$ cat config.mk
export PLATFORM = sky130hd
export DESIGN_NAME = rswf_mul
export DESIGN_NICKNAME = d
export VERILOG_FILES = /design/src/hw/rtl/rswf_pkg.sv /design/src/hw/rtl/rswf_mul.sv
export SDC_FILE = /design/constraint.sdc
export NUM_CORES = 2
export LEC_CHECK = 0
export ABC_AREA = 1
export BUFFER_PORTS_ARGS = -buffer_cell sky130_fd_sc_hd__buf_4
export CAP_MARGIN = 15
export CORE_ASPECT_RATIO = 0.6
export CORE_MARGIN = 8
export CORE_UTILIZATION = 36
export DETAILED_ROUTE_END_ITERATION = 6
export SYNTH_ARGS = -nofsm -noshare
export SYNTH_HDL_FRONTEND = slang
export SYNTH_SLANG_ARGS = --single-unit
export TNS_END_PERCENT = 1
$ cat constraint.sdc
create_clock -name aclk -period 7.27 [get_ports aclk]
set_input_delay 0.3635 -clock aclk [delete_from_list [all_inputs] [get_ports aclk]]
set_output_delay 0.3635 -clock aclk [all_outputs]
set_load 0.05 [all_outputs]
$ cat src/hw/rtl/rswf_pkg.sv
// Shared types, constants and saturation helpers for the stereo wavefolder.
`default_nettype none

package rswf_pkg;

    localparam int SMP_BITS         = 24;
    localparam int RAMP_BITS        = 48;
    localparam int COEF_BITS        = 32;
    localparam int COEF_SHIFT       = SMP_BITS - 17;
    localparam int NUM_RAMPS        = 7;
    localparam int RAMP_IDX_BITS    = 3;
    localparam int FRAME_BITS       = 13;
    localparam int MAX_BLOCK_FRAMES = 4096;
    localparam int CFG_ADDR_BITS    = 3;
    localparam int CFG_DATA_BITS    = 32;
    localparam int DIV_BITS         = 50;
    localparam int DIV_MAG_BITS     = 49;
    localparam int DIV_CNT_BITS     = 6;
    localparam int MIX_BITS         = 17;
    localparam int LIN_BITS         = 31;

    localparam logic [MIX_BITS-1:0] MIX_ONE = 17'd65536;

    // Ramp slots
    localparam logic [RAMP_IDX_BITS-1:0] RAMP_MIX   = 3'd0;
    localparam logic [RAMP_IDX_BITS-1:0] RAMP_PRE   = 3'd1;
    localparam logic [RAMP_IDX_BITS-1:0] RAMP_DRIVE = 3'd2;
    localparam logic [RAMP_IDX_BITS-1:0] RAMP_LOW   = 3'd3;
    localparam logic [RAMP_IDX_BITS-1:0] RAMP_HIGH  = 3'd4;
    localparam logic [RAMP_IDX_BITS-1:0] RAMP_POST  = 3'd5;
    localparam logic [RAMP_IDX_BITS-1:0] RAMP_GAIN  = 3'd6;

    // Configuration register indexes
    localparam logic [CFG_ADDR_BITS-1:0] CFG_MIX   = 3'd0;
    localparam logic [CFG_ADDR_BITS-1:0] CFG_PRE   = 3'd1;
    localparam logic [CFG_ADDR_BITS-1:0] CFG_DRIVE = 3'd2;
    localparam logic [CFG_ADDR_BITS-1:0] CFG_LOW   = 3'd3;
    localparam logic [CFG_ADDR_BITS-1:0] CFG_HIGH  = 3'd4;
    localparam logic [CFG_ADDR_BITS-1:0] CFG_GAIN  = 3'd5;

    localparam logic signed [DIV_BITS-1:0] WIDE_LIM = 50'sd70368744177663;
    localparam logic signed [DIV_BITS-1:0] R48_MAX  = 50'sd140737488355327;

    typedef struct packed {
        logic                       kind;
        logic                       mono;
        logic signed [SMP_BITS-1:0] left_in;
        logic signed [SMP_BITS-1:0] right_in;
        logic [FRAME_BITS-1:0]      frames;
    } rswf_in_t;

    typedef struct packed {
        logic signed [SMP_BITS-1:0] left_out;
        logic signed [SMP_BITS-1:0] right_out;
    } rswf_out_t;

    typedef enum logic [3:0] {
        ST_IDLE, ST_PRE, ST_DRIVE, ST_DRIVE_W, ST_FOLD_HI, ST_FOLD_LO, ST_POST,
        ST_GAIN, ST_GAIN_W, ST_MIX, ST_MIX_W, ST_RAMP, ST_OUT, ST_BS_RAMP, ST_BS_WAIT
    } rswf_state_t;

    typedef enum logic [1:0] {MUL_IDLE, MUL_LO, MUL_HI, MUL_SUM} rswf_mul_state_t;

    typedef enum logic [1:0] {DIV_IDLE, DIV_RUN, DIV_FIN} rswf_div_state_t;

    // Saturate to +-(2^46 - 1)
    function automatic logic signed [RAMP_BITS-1:0] sat_wide(
        input logic signed [DIV_BITS-1:0] v);
        logic signed [RAMP_BITS-1:0] r;
        if (v > WIDE_LIM) begin
            r = WIDE_LIM[RAMP_BITS-1:0];
        end else if (v < -WIDE_LIM) begin
            r = -WIDE_LIM[RAMP_BITS-1:0];
        end else begin
            r = v[RAMP_BITS-1:0];
        end
        return r;
    endfunction

    // Saturate to the 48 bit ramp range
    function automatic logic signed [RAMP_BITS-1:0] sat_ramp(
        input logic signed [DIV_BITS-1:0] v);
        logic signed [RAMP_BITS-1:0] r;
        if (v > R48_MAX) begin
            r = R48_MAX[RAMP_BITS-1:0];
        end else if (v < -R48_MAX - 50'sd1) begin
            r = {1'b1, {(RAMP_BITS-1){1'b0}}};
        end else begin
            r = v[RAMP_BITS-1:0];
        end
        return r;
    endfunction

    // Saturate a wide word to a sample
    function automatic logic signed [SMP_BITS-1:0] sat_smp(
        input logic signed [RAMP_BITS-1:0] v);
        logic signed [SMP_BITS-1:0] r;
        if (v > $signed({{(RAMP_BITS-SMP_BITS+1){1'b0}}, {(SMP_BITS-1){1'b1}}})) begin
            r = {1'b0, {(SMP_BITS-1){1'b1}}};
        end else if (v < $signed({{(RAMP_BITS-SMP_BITS+1){1'b1}}, {(SMP_BITS-1){1'b0}}})) begin
            r = {1'b1, {(SMP_BITS-1){1'b0}}};
        end else begin
            r = v[SMP_BITS-1:0];
        end
        return r;
    endfunction

endpackage

`default_nettype wire

$ cat src/hw/rtl/rswf_mul.sv
// Shared coefficient multiplier: 48 bit word times Q16.16, floored and saturated.
`default_nettype none

module rswf_mul (
    input  wire logic                                  aclk,
    input  wire logic                                  aresetn,
    input  wire logic                                  start,
    input  wire logic signed [rswf_pkg::RAMP_BITS-1:0] a,
    input  wire logic signed [rswf_pkg::COEF_BITS-1:0] c,
    output logic                                       done,
    output logic signed [rswf_pkg::RAMP_BITS-1:0]      y
);
    import rswf_pkg::*;

    localparam int HALF = RAMP_BITS / 2;
    localparam int PW   = HALF + 1 + COEF_BITS;
    localparam int SW   = PW + HALF + 1;
    localparam logic signed [SW-17:0] LIM = 66'sd70368744177663;

    rswf_mul_state_t state_reg, state_next;
    logic signed [RAMP_BITS-1:0] a_reg;
    logic signed [COEF_BITS-1:0] c_reg;
    logic signed [PW-1:0]        prod_reg;
    logic signed [PW-1:0]        acc_reg;
    logic signed [HALF:0]        opa;
    logic signed [PW-1:0]        prod;
    logic signed [SW-1:0]        sum;
    logic signed [SW-17:0]       shifted;
    logic signed [RAMP_BITS-1:0] y_reg;
    logic                        done_reg;

    // Next state
    always_comb begin
        state_next = state_reg;
        unique case (state_reg)
            MUL_IDLE: if (start) state_next = MUL_LO;
            MUL_LO:   state_next = MUL_HI;
            MUL_HI:   state_next = MUL_SUM;
            MUL_SUM:  state_next = MUL_IDLE;
            default:  state_next = MUL_IDLE;
        endcase
    end

    // Operand select: low half unsigned, high half signed
    always_comb begin
        unique case (state_reg)
            MUL_LO:  opa = $signed({1'b0, a_reg[HALF-1:0]});
            default: opa = $signed({a_reg[RAMP_BITS-1], a_reg[RAMP_BITS-1:HALF]});
        endcase
    end

    assign prod    = opa * c_reg;
    assign sum     = $signed({{(HALF+1){acc_reg[PW-1]}}, acc_reg})
                   + $signed({prod_reg[PW-1], prod_reg, {HALF{1'b0}}});
    assign shifted = sum[SW-1:16];

    always_ff @(posedge aclk) begin
        if (!aresetn) begin
            state_reg <= MUL_IDLE;
            done_reg  <= 1'b0;
        end else begin
            state_reg <= state_next;
            done_reg  <= (state_reg == MUL_SUM);
        end
    end

    // Accumulate partial products
    always_ff @(posedge aclk) begin
        if (state_reg == MUL_IDLE && start) begin
            a_reg <= a;
            c_reg <= c;
        end
        if (state_reg == MUL_LO || state_reg == MUL_HI) begin
            prod_reg <= prod;
        end
        if (state_reg == MUL_HI) begin
            acc_reg <= prod_reg;
        end
        if (state_reg == MUL_SUM) begin
            if (shifted > LIM) begin
                y_reg <= LIM[RAMP_BITS-1:0];
            end else if (shifted < -LIM) begin
                y_reg <= -LIM[RAMP_BITS-1:0];
            end else begin
                y_reg <= shifted[RAMP_BITS-1:0];
            end
        end
    end

    assign done = done_reg;
    assign y    = y_reg;

endmodule

`default_nettype wire

### After elaboration in Yosys (flattened, before gate mapping)

Cells that the tools add are included.
W data, S select, Z words.

| word-level totals | value |
|---|---|
| bits in registers | 245 |
| bits in latches | 0 |
| RAM bits | 0 |
| memory bits (read-only) | 0 |
| bits of input ports | 83 |
| output and inout bits | 49 |
| word-level logic and storage cells | 24 |
| memories | 0 |

| cells by class | value |
|---|---|
| add/sub/neg operators | 1 |
| multipliers | 1 |
| divide/modulo/power cells | 0 |
| order comparisons | 2 |
| equal/unequal tests | 4 |
| shift operators | 0 |
| muxes and demuxes | 4 |
| bitwise gates (word level) | 0 |
| reductions and logical operators | 4 |

Operator list:

| kind | count |
|---|---|
| $add A57 B81 Y82 | 1 |
| $gt A66 B47 Y1 const B | 1 |
| $lt A66 B47 Y1 const B | 1 |
| $mul A25 B32 Y57 | 1 |
| $mux W48 | 1 |
| $mux W25 | 1 |
| $pmux W2 S4 | 1 |
| $eq A2 B2 Y1 const B | 2 |
| $eq A2 B1 Y1 const B | 1 |
| $logic_not A2 Y1 | 1 |
| $mux W2 | 1 |
| $ne A2 B2 Y1 const B | 1 |
| $reduce_or A2 Y1 | 1 |
| $logic_and A1 B1 Y1 | 1 |
| $logic_or A1 B1 Y1 | 1 |

### Logic depth before layout (Yosys ltp)

| logic depth | value |
|---|---|
| depth in word-level cells | 3 |
| mapped depth | 36 |
| depth with buffers taken out | 34 |

### Worst setup path after synthesis

OpenSTA, ideal clock, no wires.

| path | value |
|---|---|
| path type | flip-flop to flip-flop |
| start | reg state_reg[1] |
| end | reg prod_reg[55] (data pin) |
| setup time | 0.262 ns |
| arrival | 7.511 ns |
| setup slack | -0.503 ns |
| cell stages (with the launch flop) | 33 |
| cells stage by stage | dfxtp_1 -> inv_1 -> ha_1 -> clkbuf_1 -> clkbuf_1 -> o21ai_0 -> inv_1 -> clkbuf_1 -> nor2_1 -> fa_1 -> inv_1 -> fa_1 -> inv_1 -> fa_1 -> fa_1 -> fa_1 -> fa_1 -> inv_1 -> fa_1 -> inv_1 -> ha_1 -> nand2_1 -> nor2_1 -> inv_1 -> nor2_1 -> inv_1 -> nor2_1 -> nand3_1 -> nand3_1 -> nand2_1 -> nand2_1 -> a21oi_1 -> xor2_1 |

| between the ends | value |
|---|---|
| longest elaborated chain between the ends | 3 |

Ends and longest elaborated chain:

| item | line | source |
|---|---|---|
| from (decl) | rswf_mul.sv:20 | `rswf_mul_state_t state_reg, state_next;` |
| from (signal assigned) | rswf_mul.sv:62 | `state_reg <= state_next;` |
| $eq A2 B1 Y1 | rswf_mul.sv:46 | `unique case (state_reg)` |
| $mux W25 | rswf_mul.sv:46 |  |
| $mul A25 B32 Y57 | rswf_mul.sv:52 | `assign prod = opa * c_reg;` |
| named net prod[55] | rswf_mul.sv:26 | `logic signed [PW-1:0] prod;` |
| to (signal assigned) | rswf_mul.sv:74 | `prod_reg <= prod;` |
| to (decl) | rswf_mul.sv:23 | `logic signed [PW-1:0] prod_reg;` |

The timed path passes the listed nets, and every way through them passes these cells.
A chain may end at the register's enable or synchronous reset.

### Worst setup path after layout

| path | value |
|---|---|
| start | reg state_reg[1] |
| end | reg prod_reg[40] (data pin) |

Same word-level chain as after synthesis.

==> metrics.cfg <==
[run_status]
status=finished, violations left
violations=setup timing

[worst_setup_path]
worstPathArrival_ns=7.71
cp-endpoint=prod_reg[40]
crit_path_start_kind=register
rr_worst_depth=32
critPathKind=register to register
r2r-end=prod_reg[40]
cp-startpoint=state_reg[1]
slowest_delay_ns=0.60
setup.worst_path.end_class=register
worstPathRequired_ns=7.60
crit_top_cell=buf_4
rrSetupSlack_ns=-0.12
worstPathMaxFanout=20
timing.rr.start=state_reg[1]
critPathSlowestCell=fa_2

[logic_synthesis]
ys_async_sr_fraction=0
synth_top_cell_area_share=0.4043
synthFlopType=edfxtp_1
synth_edf_count=226
ys_seq_area_frac=0.1686
syn-cell-area_mm2=0.04060
yosys_warnings=0
synth_commonest_cells=1192 x inv_1, 1067 x nand2_1, 820 x fa_1, 631 x nor2_1, 226 x edfxtp_1
syn_nets=5942
synth_cells=4822
ys_ff_latch=229
synth_area_leaders=fa_1 40%, edfxtp_1 17%, inv_1 11%
synth_area_per_cell_um2=8.420
synth_area_leader_cell=fa_1
yosys.cell_count.top_type=inv_1
synth_cell_types=47

[timing]
rsz0062_at_grt=yes
period_minus_slack_ns=7.387
finalMaxSlewViolations=0
finalSetupViolations=15
hold_viol_final=0
setup_slack_ns=-0.1175
fmax_mhz=135.4
max_slew_margin=0.1316
fin_crit_sh=1.016
fin_skew_ns=0.03540
tightest_slew_ns=1.298

[cts]
cts-root-buf=clkbuf_16
cts.clk_slew.worst_paths_ns=0.06
clock_latency_ns=0.61
numCtsBuffers=26
cts_tree=built
cts_sinks=229
htree_levels=1
clk_path_buf_depth=3

[flow_run]
cap_violations=0

[place]
place_inst=6797
gp_congestion=1.017
place_hpwl_mm=123.6
port_buffers=131

[layout]
fillers=10810
fin_nets=6577
drive_gt1_frac=0.1910
area_growth_pct=25.41
instances_no_fill=6983
largest_register_ffs=57

[route]
ant_nets=0
routed_wl_mm=147.4
drc=0
dr.pass1.iters=6
wl_per_cell_um=21.12
avgViaCountPerCell=4.901
drtIter0Drc=3454
via_count=34220

[min_path]
hold_class=primary input to register
worstHoldStart=start

[floorplanning]
num_rows=95
initial_core_util=0.3630
core_mm2=0.1119
dieArea_mm2=0.1241
num_io_pins=132
die_y_um=276.1
die_x_um=449.5

[global_routing]
antenna_found_initial=13
grt_pass1_vias=35010
grt_first_pass_wirelength_mm=222.1
grt_use_total=0.2354
grt_overflow=0
grt_max_degree=59

[cells in the final DEF (no fill, tap or decap), types with 6 or more instances in the layout]
cell type / synthesis / final
nand2_1: 1067 / 1043
ha_4: 0 / 25
nand3_1: 82 / 75
nor2_2: 8 / 44
buf_4: 4 / 589
a31oi_2: 0 / 10
o21ai_0: 61 / 34
clkinv_2: 0 / 6
clkinv_1: 11 / 11
o21bai_1: 12 / 12
buf_12: 0 / 59
dlygate4sd3_1: 0 / 81
inv_2: 6 / 35
buf_6: 4 / 8
clkbuf_16: 0 / 29
fa_1: 820 / 763
a21oi_2: 2 / 34
nand3_2: 3 / 8
fa_2: 0 / 57
xor2_1: 45 / 44
nand4_1: 20 / 20
a21oi_1: 123 / 90
o21ai_1: 14 / 14
o21ai_2: 1 / 18
nand3b_1: 12 / 12
ha_1: 217 / 187
nor3_1: 13 / 9
nand2_2: 1 / 24
inv_1: 1192 / 1156
a31oi_1: 21 / 6
xnor2_1: 38 / 38
o21ai_4: 0 / 10
or2_2: 21 / 20
nor2_1: 631 / 582
edfxtp_1: 226 / 226
nor2_4: 0 / 13
[layer usage]
| layer | global-route usage | vias up | part of all wire |
|---|---|---|---|
| li1 | - | 15390 | - |
| met1 | 0.3607 | 16880 | 0.46 |
| met2 | 0.2949 | 1816 | 0.36 |
| met3 | 0.1200 | 128 | 0.17 |
| met4 | 0.02912 | 10 | 0.013 |
| met5 | 0.01483 | - | 0.0021 |
[cell type report]
cell class	instances	area (um2)	area share
well taps	1503	1881	0.03693
clock inverters	15	191.4	0.003760
repair buffers	746	6739	0.1324
clock buffers	32	694.4	0.01364
inverters	1209	4574	0.08984
flip-flops and latches	229	6849	0.1345
multi-input cells	3245	29980	0.5888
diodes	4	10.01	0.0001966
[critical path, delay by kind of cell, from the launching register on]
family,cells,cell delay (ns)
adder cells (fa/ha/maj),9,3.95
AND/OR/NAND/NOR,2,0.39
XOR/XNOR,1,0.15
AO/OA/AOI/OAI,5,0.53
flip-flops,1,0.32
buffers and inverters,15,1.76
[how the worst min path moves through the flow]
| stage | to | slack, ns | cells past startpoint |
|---|---|---|---|
| 2_1_floorplan | acc_reg[16] | 0.43 | 0 |
| 3_3_place_gp | acc_reg[51] | 0.46 | 0 |
| 3_5_place_dp | acc_reg[51] | 0.46 | 0 |
| 4_1_cts | state_reg[1] | 0.06 | 3 |
| 5_1_grt | state_reg[1] | 0.1 | 3 |
| 6_report | state_reg[1] | 0.10 | 3 |
[per-stage QoR]
step                      instance area (um2)  hold slack [ns]  TNS [ns]    util  worst slack [ns]
after detailed placement                47140           0.4635    -17.85  0.4214           -0.7609
after global placement                  47140           0.4566    -15.79  0.4214           -0.6888
final                                   50920           0.1044   -0.8817  0.4552           -0.1175
after global routing                    50910          0.09976    -6.822  0.4552           -0.3938
after floorplan                         40630           0.4334         0       -          0.004768
after CTS                               50230          0.05779   -0.7241  0.4491           -0.1061
[logic make-up after synthesis]
| logic type | after synthesis | share of synthesized area |
|---|---|---|
| AOI/OAI and AO/OA | 253 | 0.03421 |
| DFF | 229 | 0.1686 |
| and+or+nand+nor | 1871 | 0.1819 |
| xor gates and xnor gates | 84 | 0.01831 |
| adders and majority gates | 1037 | 0.4712 |
| buffers and inverters | 1348 | 0.1257 |
[what timing repair did]
action,CTS,global route
endpoints found under the setup margin,40,38
setup buffers,40,8
pin swaps,89,64
cloned,6,3
endpoints found under the hold margin,81,0
gates resized for setup,226,146
hold buffers,81,0
Power is left out: the tool's default activity adds up to more than one toggle a clock period on the data nets, which glitch-free logic cannot reach.
