===== config.mk =====
export PLATFORM = sky130hd
export DESIGN_NAME = rswf_div
export DESIGN_NICKNAME = d
export VERILOG_FILES = /design/src/hw/rtl/rswf_pkg.sv /design/src/hw/rtl/rswf_div.sv
export SDC_FILE = /design/constraint.sdc
export NUM_CORES = 1
export LEC_CHECK = 0
export BUFFER_PORTS_ARGS = -buffer_cell sky130_fd_sc_hd__buf_2
export CAP_MARGIN = 20
export CORE_ASPECT_RATIO = 0.9
export CORE_UTILIZATION = 55
export CTS_CLUSTER_DIAMETER = 200
export DETAILED_ROUTE_END_ITERATION = 16
export GPL_ROUTABILITY_DRIVEN = 0
export GPL_TIMING_DRIVEN = 0
export PLACE_DENSITY = 0.86
export SLEW_MARGIN = 0
export SYNTH_ARGS = -nofsm -noshare
export SYNTH_HDL_FRONTEND = slang
export SYNTH_SLANG_ARGS = --single-unit
export TNS_END_PERCENT = 1

===== constraint.sdc =====
create_clock -name aclk -period 7.9 [get_ports aclk]
set_input_delay 1.58 -clock aclk [delete_from_list [all_inputs] [get_ports aclk]]
set_output_delay 1.58 -clock aclk [all_outputs]
set_load 0.05 [all_outputs]

===== src/hw/rtl/rswf_pkg.sv =====
// Shared types, constants and saturation helpers for the stereo wavefolder.
`default_nettype none

package rswf_pkg;

    localparam int SMP_BITS         = 24;
    localparam int RAMP_BITS        = 48;
    localparam int COEF_BITS        = 32;
    localparam int COEF_SHIFT       = SMP_BITS - 17;
    localparam int NUM_RAMPS        = 7;
    localparam int RAMP_IDX_BITS    = 3;
    localparam int FRAME_BITS       = 13;
    localparam int MAX_BLOCK_FRAMES = 4096;
    localparam int CFG_ADDR_BITS    = 3;
    localparam int CFG_DATA_BITS    = 32;
    localparam int DIV_BITS         = 50;
    localparam int DIV_MAG_BITS     = 49;
    localparam int DIV_CNT_BITS     = 6;
    localparam int MIX_BITS         = 17;
    localparam int LIN_BITS         = 31;

    localparam logic [MIX_BITS-1:0] MIX_ONE = 17'd65536;

    // Ramp slots
    localparam logic [RAMP_IDX_BITS-1:0] RAMP_MIX   = 3'd0;
    localparam logic [RAMP_IDX_BITS-1:0] RAMP_PRE   = 3'd1;
    localparam logic [RAMP_IDX_BITS-1:0] RAMP_DRIVE = 3'd2;
    localparam logic [RAMP_IDX_BITS-1:0] RAMP_LOW   = 3'd3;
    localparam logic [RAMP_IDX_BITS-1:0] RAMP_HIGH  = 3'd4;
    localparam logic [RAMP_IDX_BITS-1:0] RAMP_POST  = 3'd5;
    localparam logic [RAMP_IDX_BITS-1:0] RAMP_GAIN  = 3'd6;

    // Configuration register indexes
    localparam logic [CFG_ADDR_BITS-1:0] CFG_MIX   = 3'd0;
    localparam logic [CFG_ADDR_BITS-1:0] CFG_PRE   = 3'd1;
    localparam logic [CFG_ADDR_BITS-1:0] CFG_DRIVE = 3'd2;
    localparam logic [CFG_ADDR_BITS-1:0] CFG_LOW   = 3'd3;
    localparam logic [CFG_ADDR_BITS-1:0] CFG_HIGH  = 3'd4;
    localparam logic [CFG_ADDR_BITS-1:0] CFG_GAIN  = 3'd5;

    localparam logic signed [DIV_BITS-1:0] WIDE_LIM = 50'sd70368744177663;
    localparam logic signed [DIV_BITS-1:0] R48_MAX  = 50'sd140737488355327;

    typedef struct packed {
        logic                       kind;
        logic                       mono;
        logic signed [SMP_BITS-1:0] left_in;
        logic signed [SMP_BITS-1:0] right_in;
        logic [FRAME_BITS-1:0]      frames;
    } rswf_in_t;

    typedef struct packed {
        logic signed [SMP_BITS-1:0] left_out;
        logic signed [SMP_BITS-1:0] right_out;
    } rswf_out_t;

    typedef enum logic [3:0] {
        ST_IDLE, ST_PRE, ST_DRIVE, ST_DRIVE_W, ST_FOLD_HI, ST_FOLD_LO, ST_POST,
        ST_GAIN, ST_GAIN_W, ST_MIX, ST_MIX_W, ST_RAMP, ST_OUT, ST_BS_RAMP, ST_BS_WAIT
    } rswf_state_t;

    typedef enum logic [1:0] {MUL_IDLE, MUL_LO, MUL_HI, MUL_SUM} rswf_mul_state_t;

    typedef enum logic [1:0] {DIV_IDLE, DIV_RUN, DIV_FIN} rswf_div_state_t;

    // Saturate to +-(2^46 - 1)
    function automatic logic signed [RAMP_BITS-1:0] sat_wide(
        input logic signed [DIV_BITS-1:0] v);
        logic signed [RAMP_BITS-1:0] r;
        if (v > WIDE_LIM) begin
            r = WIDE_LIM[RAMP_BITS-1:0];
        end else if (v < -WIDE_LIM) begin
            r = -WIDE_LIM[RAMP_BITS-1:0];
        end else begin
            r = v[RAMP_BITS-1:0];
        end
        return r;
    endfunction

    // Saturate to the 48 bit ramp range
    function automatic logic signed [RAMP_BITS-1:0] sat_ramp(
        input logic signed [DIV_BITS-1:0] v);
        logic signed [RAMP_BITS-1:0] r;
        if (v > R48_MAX) begin
            r = R48_MAX[RAMP_BITS-1:0];
        end else if (v < -R48_MAX - 50'sd1) begin
            r = {1'b1, {(RAMP_BITS-1){1'b0}}};
        end else begin
            r = v[RAMP_BITS-1:0];
        end
        return r;
    endfunction

    // Saturate a wide word to a sample
    function automatic logic signed [SMP_BITS-1:0] sat_smp(
        input logic signed [RAMP_BITS-1:0] v);
        logic signed [SMP_BITS-1:0] r;
        if (v > $signed({{(RAMP_BITS-SMP_BITS+1){1'b0}}, {(SMP_BITS-1){1'b1}}})) begin
            r = {1'b0, {(SMP_BITS-1){1'b1}}};
        end else if (v < $signed({{(RAMP_BITS-SMP_BITS+1){1'b1}}, {(SMP_BITS-1){1'b0}}})) begin
            r = {1'b1, {(SMP_BITS-1){1'b0}}};
        end else begin
            r = v[SMP_BITS-1:0];
        end
        return r;
    endfunction

endpackage

`default_nettype wire


===== src/hw/rtl/rswf_div.sv =====
// Radix-2 restoring divider for ramp steps, truncating toward zero, saturated.
`default_nettype none

module rswf_div (
    input  wire logic                                 aclk,
    input  wire logic                                 aresetn,
    input  wire logic                                 start,
    input  wire logic signed [rswf_pkg::DIV_BITS-1:0] dividend,
    input  wire logic [rswf_pkg::FRAME_BITS-1:0]      divisor,
    output logic                                      done,
    output logic signed [rswf_pkg::RAMP_BITS-1:0]     quotient
);
    import rswf_pkg::*;

    rswf_div_state_t state_reg, state_next;
    logic                       neg_reg;
    logic [DIV_MAG_BITS-1:0]    mag_reg;
    logic [FRAME_BITS-1:0]      dvs_reg;
    logic [FRAME_BITS-1:0]      rem_reg;
    logic [DIV_CNT_BITS-1:0]    cnt_reg;
    logic signed [RAMP_BITS-1:0] q_reg;
    logic                       done_reg;
    logic signed [DIV_BITS-1:0] abs_in;
    logic [FRAME_BITS:0]        trial;
    logic [FRAME_BITS:0]        diff;
    logic                       ge;
    logic signed [DIV_BITS-1:0] q_signed;

    // Next state
    always_comb begin
        state_next = state_reg;
        unique case (state_reg)
            DIV_IDLE: if (start) state_next = DIV_RUN;
            DIV_RUN:  if (cnt_reg == DIV_CNT_BITS'(1)) state_next = DIV_FIN;
            DIV_FIN:  state_next = DIV_IDLE;
            default:  state_next = DIV_IDLE;
        endcase
    end

    // One quotient bit per cycle
    always_comb begin
        abs_in   = dividend[DIV_BITS-1] ? -dividend : dividend;
        trial    = {rem_reg, mag_reg[DIV_MAG_BITS-1]};
        diff     = trial - {1'b0, dvs_reg};
        ge       = (trial >= {1'b0, dvs_reg});
        q_signed = neg_reg ? -$signed({1'b0, mag_reg}) : $signed({1'b0, mag_reg});
    end

    always_ff @(posedge aclk) begin
        if (!aresetn) begin
            state_reg <= DIV_IDLE;
            done_reg  <= 1'b0;
        end else begin
            state_reg <= state_next;
            done_reg  <= (state_reg == DIV_FIN);
        end
    end

    always_ff @(posedge aclk) begin
        case (state_reg)
            DIV_IDLE: begin
                if (start) begin
                    neg_reg <= dividend[DIV_BITS-1];
                    mag_reg <= abs_in[DIV_MAG_BITS-1:0];
                    dvs_reg <= divisor;
                    rem_reg <= '0;
                    cnt_reg <= DIV_CNT_BITS'(DIV_MAG_BITS);
                end
            end
            DIV_RUN: begin
                rem_reg <= ge ? diff[FRAME_BITS-1:0] : trial[FRAME_BITS-1:0];
                mag_reg <= {mag_reg[DIV_MAG_BITS-2:0], ge};
                cnt_reg <= cnt_reg - DIV_CNT_BITS'(1);
            end
            DIV_FIN: begin
                q_reg <= sat_ramp(q_signed);
            end
            default: begin
            end
        endcase
    end

    assign done     = done_reg;
    assign quotient = q_reg;

endmodule

`default_nettype wire


# [After elaboration in Yosys (flattened, before gate mapping)]
# Index checks and enable logic that the tools add are counted.
[word_totals] register_bits=133
[op_classes] addsub=4 order_cmp=3 n_eq_ne=5 mux=13 n_reduce_logical=5
[ops] operator="2-to-1 mux 49 bit" n=2
[ops] operator="one-hot mux 49 bit (2 select lines)" n=1
[ops] operator="> comparator 50 x 48 -> 1 bit, second input constant" n=1
[ops] operator="less-than comparator 50 x 48 -> 1 bit, second input constant" n=1
[ops] operator="2-to-1 mux 50 bit" n=1
[ops] operator="negation 49 -> 50 bit" n=1
[ops] operator="negation 49 bit" n=1
[ops] operator="2-to-1 mux 48 bit" n=1
[ops] operator="2-to-1 mux 13 bit" n=2
[ops] operator="one-hot mux 13 bit (2 select lines)" n=1
[ops] operator=">= comparator 14 x 13 -> 1 bit" n=1
[ops] operator="subtractor 13 bit" n=1
[ops] operator="one-hot mux 6 bit (2 select lines)" n=1
[ops] operator="equality test 6 x 1 -> 1 bit, second input constant" n=1
[ops] operator="2-to-1 mux 6 bit" n=1
[ops] operator="AND reduction 2 bit" n=3
[ops] operator="subtractor 6 x 1 -> 6 bit, second input constant" n=1
[ops] operator="2-to-1 mux 2 bit" n=2
[ops] operator="!= test 2 bit, second input constant" n=2
[ops] operator="one-hot mux 2 bit (2 select lines)" n=1
[ops] operator="equality test 2 x 1 -> 1 bit, second input constant" n=1
[ops] operator="equality test 2 bit, second input constant" n=1
[ops] operator="zero test 2 bit" n=1
[ops] operator="nonzero test 2 bit" n=1

# [Depth between registers and ports, before layout]
[logic_depth] depth_word=4 depth_mapped=11 ltp_nobuf=10

# [Worst setup path after synthesis]
# No wires, ideal clock.
[synth_path] kind="input -> register" from="in start" to="reg cnt_reg[0] (enable)" setup_ps=396 arrival_ps=3842 setup_slack_ps=3661 stages=2 cell_sequence="nor3b_1 or2_2"
[synth_via] elab_chain_len=2
[synth_lines] item="from (decl)" line_no="rswf_div.sv:7" rtl="input wire logic start,"
[synth_lines] item="!= test 2 bit (no source line)"
[synth_lines] item="AND reduction 2 bit (no source line)"
[synth_lines] item="to (signal assigned)" line_no="rswf_div.sv:67" rtl="cnt_reg <= DIV_CNT_BITS'(DIV_MAG_BITS);"
[synth_lines] item="to (signal assigned)" line_no="rswf_div.sv:73" rtl="cnt_reg <= cnt_reg - DIV_CNT_BITS'(1);"
[synth_lines] item="to (decl)" line_no="rswf_div.sv:20" rtl="logic [DIV_CNT_BITS-1:0] cnt_reg;"
# No other way between the ends.
# A chain may end at the register's enable or synchronous reset.

# [Final worst setup path]
[layout_path] from="in dividend[13] (netlist bit)" to="reg mag_reg[46] (data pin)"
[layout_via] elab_chain_len=4
[layout_lines] item="from (decl)" line_no="rswf_div.sv:8" rtl="input wire logic signed [rswf_pkg::DIV_BITS-1:0] dividend,"
[layout_lines] item="negation 49 bit" line_no="rswf_div.sv:42" rtl="abs_in = dividend[DIV_BITS-1] ? -dividend : dividend;"
[layout_lines] item="2-to-1 mux 49 bit" line_no="rswf_div.sv:42"
[layout_lines] item="2-to-1 mux 49 bit" line_no="rswf_div.sv:62" rtl="if (start) begin"
[layout_lines] item="one-hot mux 49 bit (2 select lines)" line_no="rswf_div.sv:60" rtl="case (state_reg)"
[layout_lines] item="to (signal assigned)" line_no="rswf_div.sv:64" rtl="mag_reg <= abs_in[DIV_MAG_BITS-1:0];"
[layout_lines] item="to (signal assigned)" line_no="rswf_div.sv:72" rtl="mag_reg <= {mag_reg[DIV_MAG_BITS-2:0], ge};"
[layout_lines] item="to (decl)" line_no="rswf_div.sv:17" rtl="logic [DIV_MAG_BITS-1:0] mag_reg;"
# No other way between the ends. The select of a mux whose other input is x is not followed.

==> qor.yml <==
layout_common_cells: "130 x sky130_fd_sc_hd__edfxtp_1, 119 x sky130_fd_sc_hd__buf_2, 101 x sky130_fd_sc_hd__o21ai_0"
maximum_number_of_pins_on_one_net_before_global_route_repair: 69
ant_nets: 0
htreeDepth: 4
synth_area_per_cell_um2: 10.0
hold_violations: 0
placement_rows: 41
synth-seq-cells: 133
nNetsFinal: 1028
tns_ns: 0
drive_above_1_share: 0.176
n_antenna_cell: 0
critPathSlowestCell: "sky130_fd_sc_hd__or4_1"
die-area_mm2: 0.0152
via_count: 7040
cap_viol_max_count: 0
dp_cells: 1116
worst_path_most_repeated_cell: "sky130_fd_sc_hd__or4_1"
syn_to_final_growth_pct: 18.4
layout_commonest_cell: "sky130_fd_sc_hd__edfxtp_1"
grt_overflow_total: 0
rr_worst_depth: 9
die_y_um: 117
syn_area_mm2: 0.00808
timing_worst_setup_path_type: "primary input to flop"
drt_iter0_drc: 1000
horizontal_die_dimension_um: 130
cts_made_buffers: 17
seq_area_frac_synth: 0.490
detailed_place_hpwl_mm: 14.6
drt_total_wl_mm: 20.1
worst_pin_slew_ns: 0.920
synth_edf_count: 130
finalCriticalPeriod_ns: 4.25
finalClockSkew_ns: 0.00664
leakagePower_uw: 0.00351
drt-pass1-iter-count: 5
core-area_mm2: 0.0142
grt_antenna_before_repair: 0
final-max-slew-violation-count: 0
yosysUniqueCellTypes: 52
number_of_global_route_vias_before_repair: 6182
setup.worst_path.end_class: "flop"
clk_pin_slew_ns: 0.06
ys.warnings.count: 0
crit_path_cell_trace: "buf_2, or4_1, nor3_1, nand4_1, or4_1, clkbuf_1, o41ai_1, xor2_1, o21ai_0"
powerDensity_mw_per_mm2: 229
outcome: "complete, no violations"
clock_latency_ns: 0.43
worst-path-max-fanout: 10
grt_setup_unrepaired: "no"
cp-start-kind: "primary input"
timing.critical_path.arrival_ns: 4.41
port_buffers: 114
holdCritPathClass: "flop to flop"
min_period_over_period: 0.538
finish.cell_count_without_fillers: 1150
largest_reg_flops: 49
drt-wirelength-per-cell_um: 17.5
post-cts-setup-buffers: 0
worstSetupEndpoint: "mag_reg[46]$_DFFE_PP_"
post_cts_resize_count: 0
post-route-drc-count: 0
slew_headroom: 0.386
vdd_drop_max_mv: 0.183
critical_path.max_stage_delay_ns: 0.58
maximum_operating_frequency_mhz: 235
filler_instances: 1053
grt_pass1_wl_mm: 31.7
top_level_ports: 115
power_uw: 2190
synth-async-reset-ratio: 0
worst_setup_path_startpoint: "dividend[13]"
tritoncts_clock_tree: "done"
syn_inst: 807
timing.rr.start: "mag_reg[8]$_DFFE_PP_"
cts_sinks: 133
reg2reg_slack_ns: 4.23
reg2reg_to: "quotient[14]$_SDFFCE_PN1P_"
global_route.usage.total: 0.278
ctsRootBufferMaster: "sky130_fd_sc_hd__clkbuf_16"
synth_top_flop_cell: "sky130_fd_sc_hd__edfxtp_1"
worst-endpoint-required_ns: 8.06
mappedNetlistNets: 891
setup_viol_count_final: 0
cts_buffer_depth: 2
route.detailed.vias_per_inst: 6.12
holdBufCountCts: 0
floorplan.initialDensity: 0.571
==> cell type report <==
class	instances	area, um^2	share of cell area
inverter	23	86.3	0.00902
clock buffer	20	457	0.0477
buffer	44	180	0.0188
tap	193	241	0.0252
timing repair buffer	118	619	0.0647
multi-input combinational	607	3870	0.404
sequential	133	3960	0.414
clock inverter	12	153	0.0160
==> cells by family after synthesis <==
kind of cell	share of synthesized area
AO/OA/AOI/OAI	0.182
AND/OR/NAND/NOR	0.141
flip-flops	0.490
XOR/XNOR	0.113
buffers and inverters	0.0330
adder cells (fa/ha/maj)	0.0288
multiplexers	0.0124
==> metrics by stage <==
stage | cell area, um^2 | utilization | setup slack [ns] | hold slack, ns
floorplan | 8080 | - | 3.66 | 0.537
global placement | 8890 | 0.628 | 2.69 | 0.561
detailed placement | 8950 | 0.632 | 3.30 | 0.578
CTS | 9560 | 0.675 | 3.72 | 0.600
global route | 9570 | 0.676 | 3.40 | 0.648
finish | 9570 | 0.676 | 3.65 | 0.608
==> worst min-delay path by stage <==
stage	depth (start not counted)	endpoint	from
after floorplan	2	mag_reg[1]$_DFFE_PP_	mag_reg[0]$_DFFE_PP_
after global placement	2	mag_reg[1]$_DFFE_PP_	mag_reg[0]$_DFFE_PP_
after detailed placement	2	mag_reg[1]$_DFFE_PP_	mag_reg[0]$_DFFE_PP_
after CTS	2	rem_reg[11]$_SDFFCE_PN0P_	rem_reg[10]$_SDFFCE_PN0P_
after global routing	2	mag_reg[1]$_DFFE_PP_	mag_reg[0]$_DFFE_PP_
final	2	rem_reg[11]$_SDFFCE_PN0P_	rem_reg[10]$_SDFFCE_PN0P_
==> layer usage <==
layer	vias up	GRT usage	share of wire
met2	449	0.416	0.43
met4	0	0.109	0.022
met3	44	0.0586	0.10
li1	3294	-	-
met1	3253	0.398	0.44
met5	-	0	0
==> Yosys cell counts (2+ instances only) <==
cell	count	area share
sky130_fd_sc_hd__a21oi_1	74	0.046
sky130_fd_sc_hd__o31a_1	2	0.0022
sky130_fd_sc_hd__or4_4	2	0.0028
sky130_fd_sc_hd__ha_1	17	0.026
sky130_fd_sc_hd__and3_1	2	0.0015
sky130_fd_sc_hd__nor2_1	40	0.019
sky130_fd_sc_hd__a211oi_1	3	0.0028
sky130_fd_sc_hd__nand3_1	10	0.0062
sky130_fd_sc_hd__nor2b_1	8	0.0062
sky130_fd_sc_hd__nor3b_1	4	0.0037
sky130_fd_sc_hd__o21a_1	3	0.0028
sky130_fd_sc_hd__o31ai_1	36	0.033
sky130_fd_sc_hd__or2_2	7	0.0054
sky130_fd_sc_hd__dfxtp_1	3	0.0074
sky130_fd_sc_hd__or4_1	17	0.016
sky130_fd_sc_hd__xnor2_1	32	0.035
sky130_fd_sc_hd__edfxtp_1	130	0.48
sky130_fd_sc_hd__buf_2	3	0.0019
sky130_fd_sc_hd__nor4_1	11	0.0085
sky130_fd_sc_hd__xor2_1	72	0.078
sky130_fd_sc_hd__clkbuf_1	38	0.018
sky130_fd_sc_hd__inv_1	23	0.011
sky130_fd_sc_hd__nand2b_1	6	0.0046
sky130_fd_sc_hd__mux2i_1	10	0.012
sky130_fd_sc_hd__o21ai_1	5	0.0031
sky130_fd_sc_hd__or3_1	14	0.011
sky130_fd_sc_hd__o21ai_0	101	0.063
sky130_fd_sc_hd__nand4b_1	3	0.0033
sky130_fd_sc_hd__o41ai_1	13	0.014
sky130_fd_sc_hd__nand4_1	8	0.0062
sky130_fd_sc_hd__nor3_1	12	0.0074
sky130_fd_sc_hd__nand2_1	77	0.036
sky130_fd_sc_hd__o2111ai_1	2	0.0022
==> report_power, final <==
group          total (uW)  switching [uW]  internal (uW)
logic                 442             270            172
registers             936            71.1            865
clock network         811             298            512
==> worst max-delay path, delay by kind of cell <==
| family | cells | cell delay [ns] |
|---|---|---|
| simple gates | 4 | 1.75 |
| xor+xnor | 1 | 0.27 |
| compound gates | 2 | 0.46 |
| buf+inv | 2 | 0.35 |
Note: power is estimated with default switching activity, not from simulation.
